`src/hdl/binary_range_encoder_unit_defines.svh`:
```
// ----------------------------------------------------------------------------
// Binary range encoder assertion macros
// Concurrent check wrappers that compile away in synthesis.
// ----------------------------------------------------------------------------
`ifndef BINARY_RANGE_ENCODER_UNIT_DEFINES_SVH
`define BINARY_RANGE_ENCODER_UNIT_DEFINES_SVH

`ifndef SYNTHESIS
// The condition must hold at every clock edge outside reset.
`define BRC_ASSERT_ALWAYS(lbl, cond, msg) \
    lbl: assert property (@(posedge clk) disable iff (!rst_n) (cond)) else $error(msg);
// When the antecedent holds, the consequent must hold in the next cycle.
`define BRC_ASSERT_NEXT(lbl, ante, cons, msg) \
    lbl: assert property (@(posedge clk) disable iff (!rst_n) (ante) |=> (cons)) \
        else $error(msg);
`else
`define BRC_ASSERT_ALWAYS(lbl, cond, msg)
`define BRC_ASSERT_NEXT(lbl, ante, cons, msg)
`endif

`endif

```
`src/hdl/brc_pkg.sv`:
```
// ----------------------------------------------------------------------------
// Binary range encoder package
// Shared types, opcodes and constants of the range encoder.
// ----------------------------------------------------------------------------
package brc_pkg;

    localparam logic [1:0] OP_CODE    = 2'd0;
    localparam logic [1:0] OP_FLUSH   = 2'd1;
    localparam logic [1:0] OP_RESTART = 2'd2;

    localparam logic [32:0] TOP_LIMIT     = 33'h0_ff00_0000;
    localparam logic [31:0] RENORM_LIMIT  = 32'h0100_0000;
    localparam logic [2:0]  FLUSH_SHIFTS  = 3'd5;
    localparam logic [2:0]  MAX_RESULTS   = 3'd5;

    typedef enum logic [2:0] {
        ST_IDLE,
        ST_MUL,
        ST_UPD,
        ST_RENORM,
        ST_FLUSH,
        ST_FINISH
    } brc_state_t;

    // Sequencer commands to the coder datapath.
    typedef struct packed {
        logic load;
        logic restart;
        logic mul;
        logic upd;
        logic shift;
        logic range_shift;
    } brc_cmd_t;

    // Datapath status back to the sequencer.
    typedef struct packed {
        logic renorm_need;
        logic release_byte;
    } brc_stat_t;

    // Sequencer commands to the output stage.
    typedef struct packed {
        logic push;
        logic drain;
    } brc_ocmd_t;

    // Output stage status back to the sequencer.
    typedef struct packed {
        logic hold_valid;
        logic out_free;
    } brc_ostat_t;

    typedef struct packed {
        logic        lead_valid;
        logic [7:0]  lead_byte;
        logic [31:0] fill_count;
        logic        fill_carry;
    } brc_result_t;

endpackage

```
`src/hdl/brc_core.sv`:
```
// ----------------------------------------------------------------------------
// Binary range encoder datapath
// Coder state, the shared bound multiplier and the byte shifter.
// ----------------------------------------------------------------------------
`include "binary_range_encoder_unit_defines.svh"

module brc_core
    import brc_pkg::*;
#(
    parameter int PROB_BITS = 12
)
(
    input  logic        clk,
    input  logic        rst_n,
    input  brc_cmd_t    cmd,
    input  logic [12:0] probability,
    input  logic        coded_bit,
    output brc_stat_t   stat,
    output brc_result_t result
);

    localparam int PW = (PROB_BITS > 13) ? PROB_BITS : 13;
    localparam logic [PW-1:0] PMAX = PW'((1 << PROB_BITS) - 1);
    localparam logic [PW-1:0] PMIN = PW'(1);

    logic [32:0]    low_reg;
    logic [31:0]    range_reg;
    logic [7:0]     cache_reg;
    logic [31:0]    pend_reg;
    logic           first_reg;
    logic [PW-1:0]  prob_reg;
    logic           bit_reg;
    logic [31:0]    bound_reg;

    logic [PW-1:0]      prob_ext;
    logic [PW-1:0]      prob_clamped;
    logic [32+PW-1:0]   product;
    logic               carry;

    assign prob_ext = PW'(probability);

    always_comb
    begin
        priority if (prob_ext == '0)
            prob_clamped = PMIN;
        else if (prob_ext > PMAX)
            prob_clamped = PMAX;
        else
            prob_clamped = prob_ext;
    end

    assign product = {{PW{1'b0}}, range_reg} * {32'd0, prob_reg};

    assign carry             = low_reg[32];
    assign stat.release_byte = (low_reg < TOP_LIMIT) || carry;
    assign stat.renorm_need  = range_reg < RENORM_LIMIT;

    assign result.lead_valid = !first_reg;
    assign result.lead_byte  = first_reg ? 8'd0 : (cache_reg + {7'd0, carry});
    assign result.fill_count = pend_reg;
    assign result.fill_carry = carry;

    always_ff @(posedge clk or negedge rst_n)
    begin
        if (!rst_n)
        begin
            low_reg   <= '0;
            range_reg <= '1;
            cache_reg <= '0;
            pend_reg  <= '0;
            first_reg <= 1'b1;
        end
        else if (cmd.restart)
        begin
            low_reg   <= '0;
            range_reg <= '1;
            cache_reg <= '0;
            pend_reg  <= '0;
            first_reg <= 1'b1;
        end
        else if (cmd.upd)
        begin
            if (bit_reg)
            begin
                range_reg <= bound_reg;
            end
            else
            begin
                low_reg   <= low_reg + {1'b0, bound_reg};
                range_reg <= range_reg - bound_reg;
            end
        end
        else if (cmd.shift)
        begin
            if (cmd.range_shift)
                range_reg <= {range_reg[23:0], 8'h00};
            // A released byte ends the pending run; otherwise the run of 0xff grows.
            if (stat.release_byte)
            begin
                first_reg <= 1'b0;
                pend_reg  <= '0;
                cache_reg <= low_reg[31:24];
            end
            else
            begin
                pend_reg <= pend_reg + 32'd1;
            end
            low_reg <= {1'b0, low_reg[23:0], 8'h00};
        end
    end

    always_ff @(posedge clk)
    begin
        if (cmd.load)
        begin
            prob_reg <= prob_clamped;
            bit_reg  <= coded_bit;
        end
        if (cmd.mul)
            bound_reg <= product[PROB_BITS +: 32];
    end

    `BRC_ASSERT_ALWAYS(a_range_nonzero, range_reg != 32'd0, "range collapsed to zero")
    `BRC_ASSERT_NEXT(a_upd_range_nonzero, cmd.upd, range_reg != 32'd0, "update left empty range")

endmodule

```
`src/hdl/brc_ctrl.sv`:
```
// ----------------------------------------------------------------------------
// Binary range encoder sequencer
// Steps one item through multiply, update and byte shifts.
// ----------------------------------------------------------------------------
`include "binary_range_encoder_unit_defines.svh"

module brc_ctrl
    import brc_pkg::*;
(
    input  logic        clk,
    input  logic        rst_n,
    input  logic        in_valid,
    output logic        in_ready,
    input  logic [1:0]  opcode,
    input  brc_stat_t   stat,
    input  brc_ostat_t  ostat,
    output brc_cmd_t    cmd,
    output brc_ocmd_t   ocmd
);

    brc_state_t state_reg;
    brc_state_t state_next;
    logic [2:0] cnt_reg;
    logic [2:0] cnt_next;
    logic       stall;
    logic       renorm_more;

    // A released byte needs the hold stage to make room before it is shifted out.
    assign stall       = stat.release_byte && ostat.hold_valid && !ostat.out_free;
    assign renorm_more = stat.renorm_need && (cnt_reg < MAX_RESULTS);

    always_comb
    begin
        state_next = state_reg;
        unique case (state_reg)
            ST_IDLE:
            begin
                if (in_valid)
                begin
                    if (opcode == OP_CODE)
                        state_next = ST_MUL;
                    else if (opcode == OP_FLUSH)
                        state_next = ST_FLUSH;
                end
            end
            ST_MUL:    state_next = ST_UPD;
            ST_UPD:    state_next = ST_RENORM;
            ST_RENORM:
            begin
                if (!renorm_more)
                    state_next = ST_FINISH;
            end
            ST_FLUSH:
            begin
                if (cnt_reg >= FLUSH_SHIFTS)
                    state_next = ST_FINISH;
            end
            ST_FINISH:
            begin
                if (!ostat.hold_valid || ostat.out_free)
                    state_next = ST_IDLE;
            end
            default:   state_next = ST_IDLE;
        endcase
    end

    always_comb
    begin
        cmd      = '0;
        ocmd     = '0;
        cnt_next = cnt_reg;
        in_ready = 1'b0;
        unique case (state_reg)
            ST_IDLE:
            begin
                in_ready = 1'b1;
                cnt_next = '0;
                if (in_valid)
                begin
                    cmd.load    = (opcode == OP_CODE);
                    cmd.restart = (opcode == OP_RESTART);
                end
            end
            ST_MUL:
            begin
                cmd.mul = 1'b1;
            end
            ST_UPD:
            begin
                cmd.upd = 1'b1;
            end
            ST_RENORM:
            begin
                // Here the counter tracks results given by this item.
                if (renorm_more && !stall)
                begin
                    cmd.shift       = 1'b1;
                    cmd.range_shift = 1'b1;
                    if (stat.release_byte)
                    begin
                        ocmd.push = 1'b1;
                        cnt_next  = cnt_reg + 3'd1;
                    end
                end
            end
            ST_FLUSH:
            begin
                // Here the counter tracks byte shifts.
                if ((cnt_reg < FLUSH_SHIFTS) && !stall)
                begin
                    cmd.shift = 1'b1;
                    ocmd.push = stat.release_byte;
                    cnt_next  = cnt_reg + 3'd1;
                end
            end
            ST_FINISH:
            begin
                ocmd.drain = ostat.hold_valid && ostat.out_free;
            end
            default:
            begin
                cnt_next = '0;
            end
        endcase
    end

    always_ff @(posedge clk or negedge rst_n)
    begin
        if (!rst_n)
        begin
            state_reg <= ST_IDLE;
            cnt_reg   <= '0;
        end
        else
        begin
            state_reg <= state_next;
            cnt_reg   <= cnt_next;
        end
    end

    `BRC_ASSERT_ALWAYS(a_no_dropped_result, !(cmd.shift && stall), "shift over a blocked result")
    `BRC_ASSERT_ALWAYS(a_idle_hold_empty, !(in_ready && ostat.hold_valid), "idle with held result")

endmodule

```
`src/hdl/brc_out.sv`:
```
// ----------------------------------------------------------------------------
// Binary range encoder output stage
// Holds one result until the next decides whether it is the last.
// ----------------------------------------------------------------------------
`include "binary_range_encoder_unit_defines.svh"

module brc_out
    import brc_pkg::*;
(
    input  logic        clk,
    input  logic        rst_n,
    input  brc_ocmd_t   ocmd,
    input  brc_result_t result,
    output brc_ostat_t  ostat,
    output logic        out_valid,
    input  logic        out_ready,
    output brc_result_t out_result,
    output logic        out_last
);

    logic        hold_valid_reg;
    brc_result_t hold_reg;
    logic        out_valid_reg;
    brc_result_t out_reg;
    logic        last_reg;
    logic        move;

    assign ostat.hold_valid = hold_valid_reg;
    assign ostat.out_free   = !out_valid_reg || out_ready;
    assign move             = (ocmd.push && hold_valid_reg) || ocmd.drain;

    always_ff @(posedge clk or negedge rst_n)
    begin
        if (!rst_n)
        begin
            hold_valid_reg <= 1'b0;
            out_valid_reg  <= 1'b0;
        end
        else
        begin
            if (ocmd.push)
                hold_valid_reg <= 1'b1;
            else if (ocmd.drain)
                hold_valid_reg <= 1'b0;

            if (move)
                out_valid_reg <= 1'b1;
            else if (out_ready)
                out_valid_reg <= 1'b0;
        end
    end

    always_ff @(posedge clk)
    begin
        if (ocmd.push)
            hold_reg <= result;
        if (move)
        begin
            out_reg  <= hold_reg;
            last_reg <= ocmd.drain;
        end
    end

    assign out_valid  = out_valid_reg;
    assign out_result = out_reg;
    assign out_last   = last_reg;

    `BRC_ASSERT_ALWAYS(a_push_drain_excl, !(ocmd.push && ocmd.drain), "push and drain together")
    `BRC_ASSERT_ALWAYS(a_move_has_room, !(move && !ostat.out_free), "output overwritten")

endmodule

```
`src/hdl/binary_range_encoder_unit.sv`:
```
// Sequence: a coded bit runs from acceptance through MUL, UPD and RENORM, whose byte
// shifts push results, to FINISH, which moves any held result into the output register;
// a flush runs through FLUSH and FINISH. Throughput: a new item is taken only in IDLE,
// a restart or unused opcode every cycle; coded bits and flushes are paced by the shared
// bound multiplier and single byte shifter under the sequencer, plus output back-pressure.
// Reset: rst_n is asynchronous, active low, and returns the coder to its restart state.
// ----------------------------------------------------------------------------
// Binary range encoder unit
// Carry-propagating binary range coder with clamped probabilities.
// ----------------------------------------------------------------------------
module binary_range_encoder_unit
    import brc_pkg::*;
#(
    parameter int PROB_BITS = 12
)
(
    input  logic        clk,
    input  logic        rst_n,
    input  logic        in_valid,
    output logic        in_ready,
    input  logic [1:0]  opcode,
    input  logic [12:0] probability,
    input  logic        coded_bit,
    output logic        out_valid,
    input  logic        out_ready,
    output logic        lead_valid,
    output logic [7:0]  lead_byte,
    output logic [31:0] fill_count,
    output logic        fill_carry,
    output logic        last
);

    brc_cmd_t    cmd;
    brc_stat_t   stat;
    brc_ocmd_t   ocmd;
    brc_ostat_t  ostat;
    brc_result_t result;
    brc_result_t out_result;

    brc_ctrl u_ctrl (
        .clk      (clk),
        .rst_n    (rst_n),
        .in_valid (in_valid),
        .in_ready (in_ready),
        .opcode   (opcode),
        .stat     (stat),
        .ostat    (ostat),
        .cmd      (cmd),
        .ocmd     (ocmd)
    );

    brc_core #(
        .PROB_BITS (PROB_BITS)
    ) u_core (
        .clk         (clk),
        .rst_n       (rst_n),
        .cmd         (cmd),
        .probability (probability),
        .coded_bit   (coded_bit),
        .stat        (stat),
        .result      (result)
    );

    brc_out u_out (
        .clk        (clk),
        .rst_n      (rst_n),
        .ocmd       (ocmd),
        .result     (result),
        .ostat      (ostat),
        .out_valid  (out_valid),
        .out_ready  (out_ready),
        .out_result (out_result),
        .out_last   (last)
    );

    assign lead_valid = out_result.lead_valid;
    assign lead_byte  = out_result.lead_byte;
    assign fill_count = out_result.fill_count;
    assign fill_carry = out_result.fill_carry;

endmodule
```
`config.mk`:
```
export PLATFORM = sky130hd
export DESIGN_NAME = binary_range_encoder_unit
export DESIGN_NICKNAME = d
export VERILOG_FILES = /design/src/hdl/brc_pkg.sv /design/src/hdl/brc_core.sv /design/src/hdl/brc_ctrl.sv /design/src/hdl/brc_out.sv /design/src/hdl/binary_range_encoder_unit.sv
export VERILOG_INCLUDE_DIRS = /design/src /design/src/hdl
export SDC_FILE = /design/constraint.sdc
export NUM_CORES = 1
export LEC_CHECK = 0
export BUFFER_PORTS_ARGS = -buffer_cell sky130_fd_sc_hd__buf_2
export CAP_MARGIN = 20
export CORE_MARGIN = 4
export CORE_UTILIZATION = 35
export DETAILED_ROUTE_END_ITERATION = 16
export SLEW_MARGIN = 20
export SYNTH_ARGS = -nofsm -noshare
export SYNTH_HDL_FRONTEND = slang
export SYNTH_SLANG_ARGS = --single-unit
```
`constraint.sdc`:
```
create_clock -name clk -period 6.8 [get_ports clk]
set_clock_uncertainty 0.1 [all_clocks]
set_input_delay 0.68 -clock clk [delete_from_list [all_inputs] [get_ports clk]]
set_output_delay 0.68 -clock clk [all_outputs]
set_load 0.02 [all_outputs]
```
; ---- Word-level counts from Yosys, hierarchy flattened
; Cells that the tools add are included.
[word_totals]
word_cells = 135
ff_bits = 245
output_inout_bits = 45
[op_classes]
eq_ne = 17
mux = 51
reduce_logical = 33
addsub = 5
n_mul = 1
magnitude_cmp = 5
bitwise = 1
[ops]
columns = operator, count
row1 = $mux W32, 9
row2 = $mux W33, 4
row3 = $mul A32 B13 Y44, 1
row4 = $add A33 B32 Y33, 1
row5 = $lt A33 B32 Y1 const B, 1
row6 = $add A32 B1 Y32 const B, 1
row7 = $lt A32 B25 Y1 const B, 1
row8 = $mux W8, 4
row9 = $sub A32 B32 Y32, 1
row10 = $mux W3, 9
row11 = $pmux W3 S6, 1
row12 = $mux W1, 17
row13 = $gt A13 B12 Y1 const B, 1
row14 = $logic_not A13 Y1, 1
row15 = $mux W12, 1
row16 = $ne A2 B1 Y1 const B, 6
row17 = $pmux W3 S3, 1
row18 = $add A8 B1 Y8, 1
row19 = $reduce_bool A2 Y1, 4
row20 = $logic_and A1 B1 Y1, 7
row21 = $eq A3 B2 Y1 const B, 2
row22 = $eq A3 B3 Y1 const B, 2
row23 = $mux W2, 3
row24 = $reduce_and A2 Y1, 3
row25 = 21 further kinds, 31

; ---- Depth between registers and ports, before layout
[depth]
ltp_word = 12
mapped_depth = 23
ltp_nobuf = 22

; ---- Hierarchy
; From an unflattened synthesis, not the netlist that was laid out.
[unflattened]
hier_cells = 2714
area_unflattened_um2 = 25435.6
[modules_own_cells]
columns = mod, n_inst, cells_per_inst, seq_area_each_um2, area_each_um2
row1 = brc_core, 1, 2558, 4075.2, 22276.4
row2 = brc_out, 1, 93, 2602.5, 2650.0
row3 = brc_ctrl, 1, 63, 150.1, 509.2

; ---- Worst setup path after synthesis
; OpenSTA, ideal clock, no wires.
[synth_timing]
path_kind = reg2reg
startpoint = register u_core.range_reg[8]
endpoint = register u_core.bound_reg[30] (data pin)
path_buffers = 1
t_arrival_ns = 5.481
required_ns = 6.442
path_slack_ns = 0.961
path_stages_with_launch = 22
path_cell_list = dfstp_2 clkbuf_1 nand2_1 fa_1 fa_1 inv_1 fa_1 fa_1 inv_1 fa_1 inv_1 ha_1 a211o_1 a21oi_1 a21boi_1 or3_4 a21oi_4 o31a_4 o31ai_2 a21o_1 a21o_1 xor2_1
[synth_via]
elab_chain_len = 1
[synth_rtl]
columns = item, line
row1 = "start, declared", brc_core.sv:27  ; logic [31:0] range_reg;
row2 = "start signal, assigned", brc_core.sv:85  ; range_reg <= bound_reg;
row3 = "start signal, assigned", brc_core.sv:90  ; range_reg <= range_reg - bound_reg;
row4 = "start signal, assigned", brc_core.sv:96  ; range_reg <= {range_reg[23:0], 8'h00};
row5 = $mul A32 B13 Y44, brc_core.sv:52  ; assign product = {{PW{1'b0}}, range_reg} * {32'd0, prob_reg};
row6 = via u_core.product[42], brc_core.sv:37  ; logic [32+PW-1:0] product;
row7 = "end signal, assigned", brc_core.sv:120  ; bound_reg <= product[PROB_BITS +: 32];
row8 = "end, declared", brc_core.sv:33  ; logic [31:0] bound_reg;
; The timed path passes the listed nets, and every way through them passes these cells.
; A chain may end at the register's enable or synchronous reset.

; ---- Final worst setup path
[layout_timing]
startpoint = register u_core.prob_reg[4]
endpoint = register u_core.bound_reg[25] (data pin)
[layout_via]
elab_chain_len = 1
[layout_rtl]
columns = item, line
row1 = "start, declared", brc_core.sv:31  ; logic [PW-1:0] prob_reg;
row2 = "start signal, assigned", brc_core.sv:116  ; prob_reg <= prob_clamped;
row3 = $mul A32 B13 Y44, brc_core.sv:52
row4 = via u_core.product[37], brc_core.sv:37
; The timed path passes the listed nets, and every way through them passes these cells.

==> key figures <==
Outcome
  – Status: complete, no violations

Global route
  – All-Layer GR Usage: 16.7%
  – Number of global-route vias before repair: ~20000
  – Initial antenna violation count: 3
  – Largest net degree at the start of global routing: 72
  – First-pass GRT wire length: roughly 110000 µm
  – Total gr overflow: 0

Route
  – Drt pass-1 iters: 5
  – DRT iter0 DRCs: about 1300
  – Vias: 18900
  – Residual DRC: 0
  – Routed Antenna Nets: 0
  – WL/cell: approximately 17 µm
  – WL final: 63900 µm
  – Vias per inst: 5.05

Logic synthesis
  – Post-synth ARST share: between 40% and 50%
  – Synth top area share: between 20% and 30%
  – Post-synth top area cell: fa_1
  – Sequential area share after synthesis: around a quarter
  – Yosys warns: 0
  – Cell variety after synth: between 80 and 90
  – Post-Syn Area per Cell: between 9 and 10 µm²
  – Synth Instances: approximately 2700
  – Syn nets: roughly 3200
  – Syn Std Cell Area: ~0.026 mm²
  – Largest cells by area after synthesis: fa_1 (26%), edfxtp_1 (15%), dfrtp_1 (7.9%)
  – Main synth FF type: edfxtp_1
  – #FFs+latches synth: ~250
  – EDFF count, synth: between 100 and 150

Timing
  – Post-layout min period: about 6.4 ns
  – Fin crit share: between 90% and 100%
  – Fmax: 0.156 GHz
  – Sum of negative setup slack: 0 ns
  – Pins Over Slew Limit: 0
  – Unrepaired setup endpoints after global routing: false
  – Measured slew at the worst slew-check pin: 1.02 ns
  – Setup-failing EPs final: 0
  – Normalized max-slew margin: between 30 and 40%
  – Final Hold Viols: 0

CTS
  – Cts repair resizes: 0
  – TritonCTS buffer count: 28
  – Clk slew on worst S/H paths: around 0.070 ns
  – H-tree levels: 1
  – Clk sink count: roughly 250
  – CTS max path bufs: 3
  – CTS tree: done
  – CTS root buf: clkbuf_16
  – Insertion delay to the later sink of the worst-skew pair: slightly below 0.6 ns

Critical path
  – Reg2Reg Depth: 21
  – Kind of critical path: reg -> reg
  – R2R Setup Slk: a little under 0.4 ns
  – Data arrival time of the critical path: 6.62 ns
  – Crit-path max FO: 17
  – Worst R2R End: u_core.bound_reg[25]$_DFFE_PP_
  – Required time of the critical path: roughly 7 ns
  – Critical Path End Type: flop
  – CP startpoint kind: flop
  – Reg-to-reg startpoint: u_core.prob_reg[4]$_SDFFCE_PP0P_

Final layout
  – Fillcell total: 7349
  – Non-Filler Instances: 3741
  – Layout cells sized above 1: under 10%
  – Synth-to-layout area growth: 9.50%
  – Commonest non-fill, non-tap cell in the layout: nand2_1
  – Nets: between 3000 and 4000
  – Post-route cell area: roughly 0.028 mm²
  – Commonest cells after routing, fill and taps aside: nand2_1 (414), inv_1 (403), fa_1 (330)
  – # diodes: 0

Floorplan
  – Initial Util: around a third
  – Ports: 65
  – Die H: around 280 µm
  – Row count: between 90 and 100
  – Die W: between 200 and 300 µm
  – Core area: between 0.07 and 0.08 mm²
  – Total die area: between 0.07 and 0.08 mm²

Hold path
  – Hold Startpoint: coded_bit
  – Worst hold path type: in -> reg
  – Worst Hold Endpoint: u_core.bit_reg$_DFFE_PP_
  – Hold path depth: 1

Placement
  – Post-DP HPWL: between 40000 and 50000 µm
  – Count of buffers from port buffering: 64
  – Placed cell area: between 0.02 and 0.03 mm²
  – GP Congestion: 0.873
  – Placed Cells: roughly 3700

Flow run
  – Max-cap viol count: 0
kinds of logic (layout without fill, tap and decap cells):
group,Yosys count,count (layout),share of synthesized area [%]
AOI/OAI and AO/OA,475,475,12.0
xor gates and xnor gates,103,103,3.51
adders and majority gates,481,481,33.1
buffers and inverters,531,570,7.78
DFF,245,245,26.6
muxes,8,8,0.317
other,1,1,0.0146
and+or+nand+nor,899,899,16.7
worst max-delay path by stage:
stage                                                start                             end  slack (ns)
after floorplan            u_core.range_reg[8]$_DFFE_PN1P_  u_core.bound_reg[30]$_DFFE_PP_        0.96
after global placement    u_core.prob_reg[7]$_SDFFCE_PP0P_  u_core.bound_reg[28]$_DFFE_PP_        0.43
after detailed placement  u_core.prob_reg[7]$_SDFFCE_PP0P_  u_core.bound_reg[28]$_DFFE_PP_        0.35
after CTS                 u_core.prob_reg[7]$_SDFFCE_PP0P_  u_core.bound_reg[28]$_DFFE_PP_        0.32
after global routing      u_core.prob_reg[4]$_SDFFCE_PP0P_  u_core.bound_reg[31]$_DFFE_PP_        0.04
final                     u_core.prob_reg[4]$_SDFFCE_PP0P_  u_core.bound_reg[25]$_DFFE_PP_        0.40
layer usage:
metal  vias to the layer above  share of wire [%]  global-route usage (%)
met1                      9353                 48                    24.7
met4                         2                1.9                    3.25
met5                         -              0.020                       0
met2                       499                 45                    26.5
met3                        88                5.0                    1.94
li1                       8949                  -                       -
critical path, cell delays in order (launching register included):
cell	delay (ns)
edfxtp_1	0.82
buf_4	0.34
nand2_1	0.11
fa_1	0.55
inv_1	0.05
fa_1	0.49
fa_1	0.53
fa_1	0.52
inv_1	0.05
fa_1	0.47
inv_1	0.04
ha_1	0.35
a21oi_1	0.19
o21ai_1	0.10
a21o_1	0.20
a21oi_2	0.18
a2bb2oi_1	0.22
nand3b_1	0.20
a21oi_1	0.27
nor2_1	0.09
a31oi_1	0.20
xnor2_1	0.08
final cells by class:
cell class              count  area, µm²  area share [%]
clock buffers              33        749            2.66
clock inverters            19        206           0.734
inverters                 403       1510            5.38
multi-input cells        1967      16900            60.1
flip-flops and latches    245       6830            24.3
well taps                 959       1200            4.27
repair buffers            115        733            2.61
through the flow:
stage,utilization (%),setup slack [ns],hold slack (ns)
after floorplan,-,0.961,0.284
after global placement,37.2,0.430,0.302
after detailed placement,37.3,0.349,0.305
after CTS,38.6,0.323,0.193
after global routing,38.6,0.0447,0.206
final,38.6,0.397,0.222
Yosys cell counts, types with 8 or more instances:
cell type and n:
nand2_1 415, inv_1 403, fa_1 330, and2_1 181, ha_1 151, edfxtp_1 131, a21oi_1 121, clkbuf_1 119
nor2_1 104, o21ai_0 97, dfrtp_1 81, xnor2_1 55, a21o_1 54, nand3_1 49, xor2_1 48, o21ai_1 38
dfstp_2 33, and3_1 29, nor3_1 24, nand2b_1 20, nand4_1 18, nor2b_1 18, a211oi_1 16, a31oi_1 16
o21a_1 15, o21bai_1 14, a22oi_1 13, o221ai_1 13, or2_2 13, o211ai_1 12, or3_1 8
timing repair:
item | CTS | global route
hold endpoints to repair | 1 | 0
endpoints found under the setup margin | 0 | 1
hold buffers | 1 | 0
setup buffers | 0 | 2
Power is not shown: default switching activity piles up to over one toggle a cycle in this logic, so the estimate is an artifact.
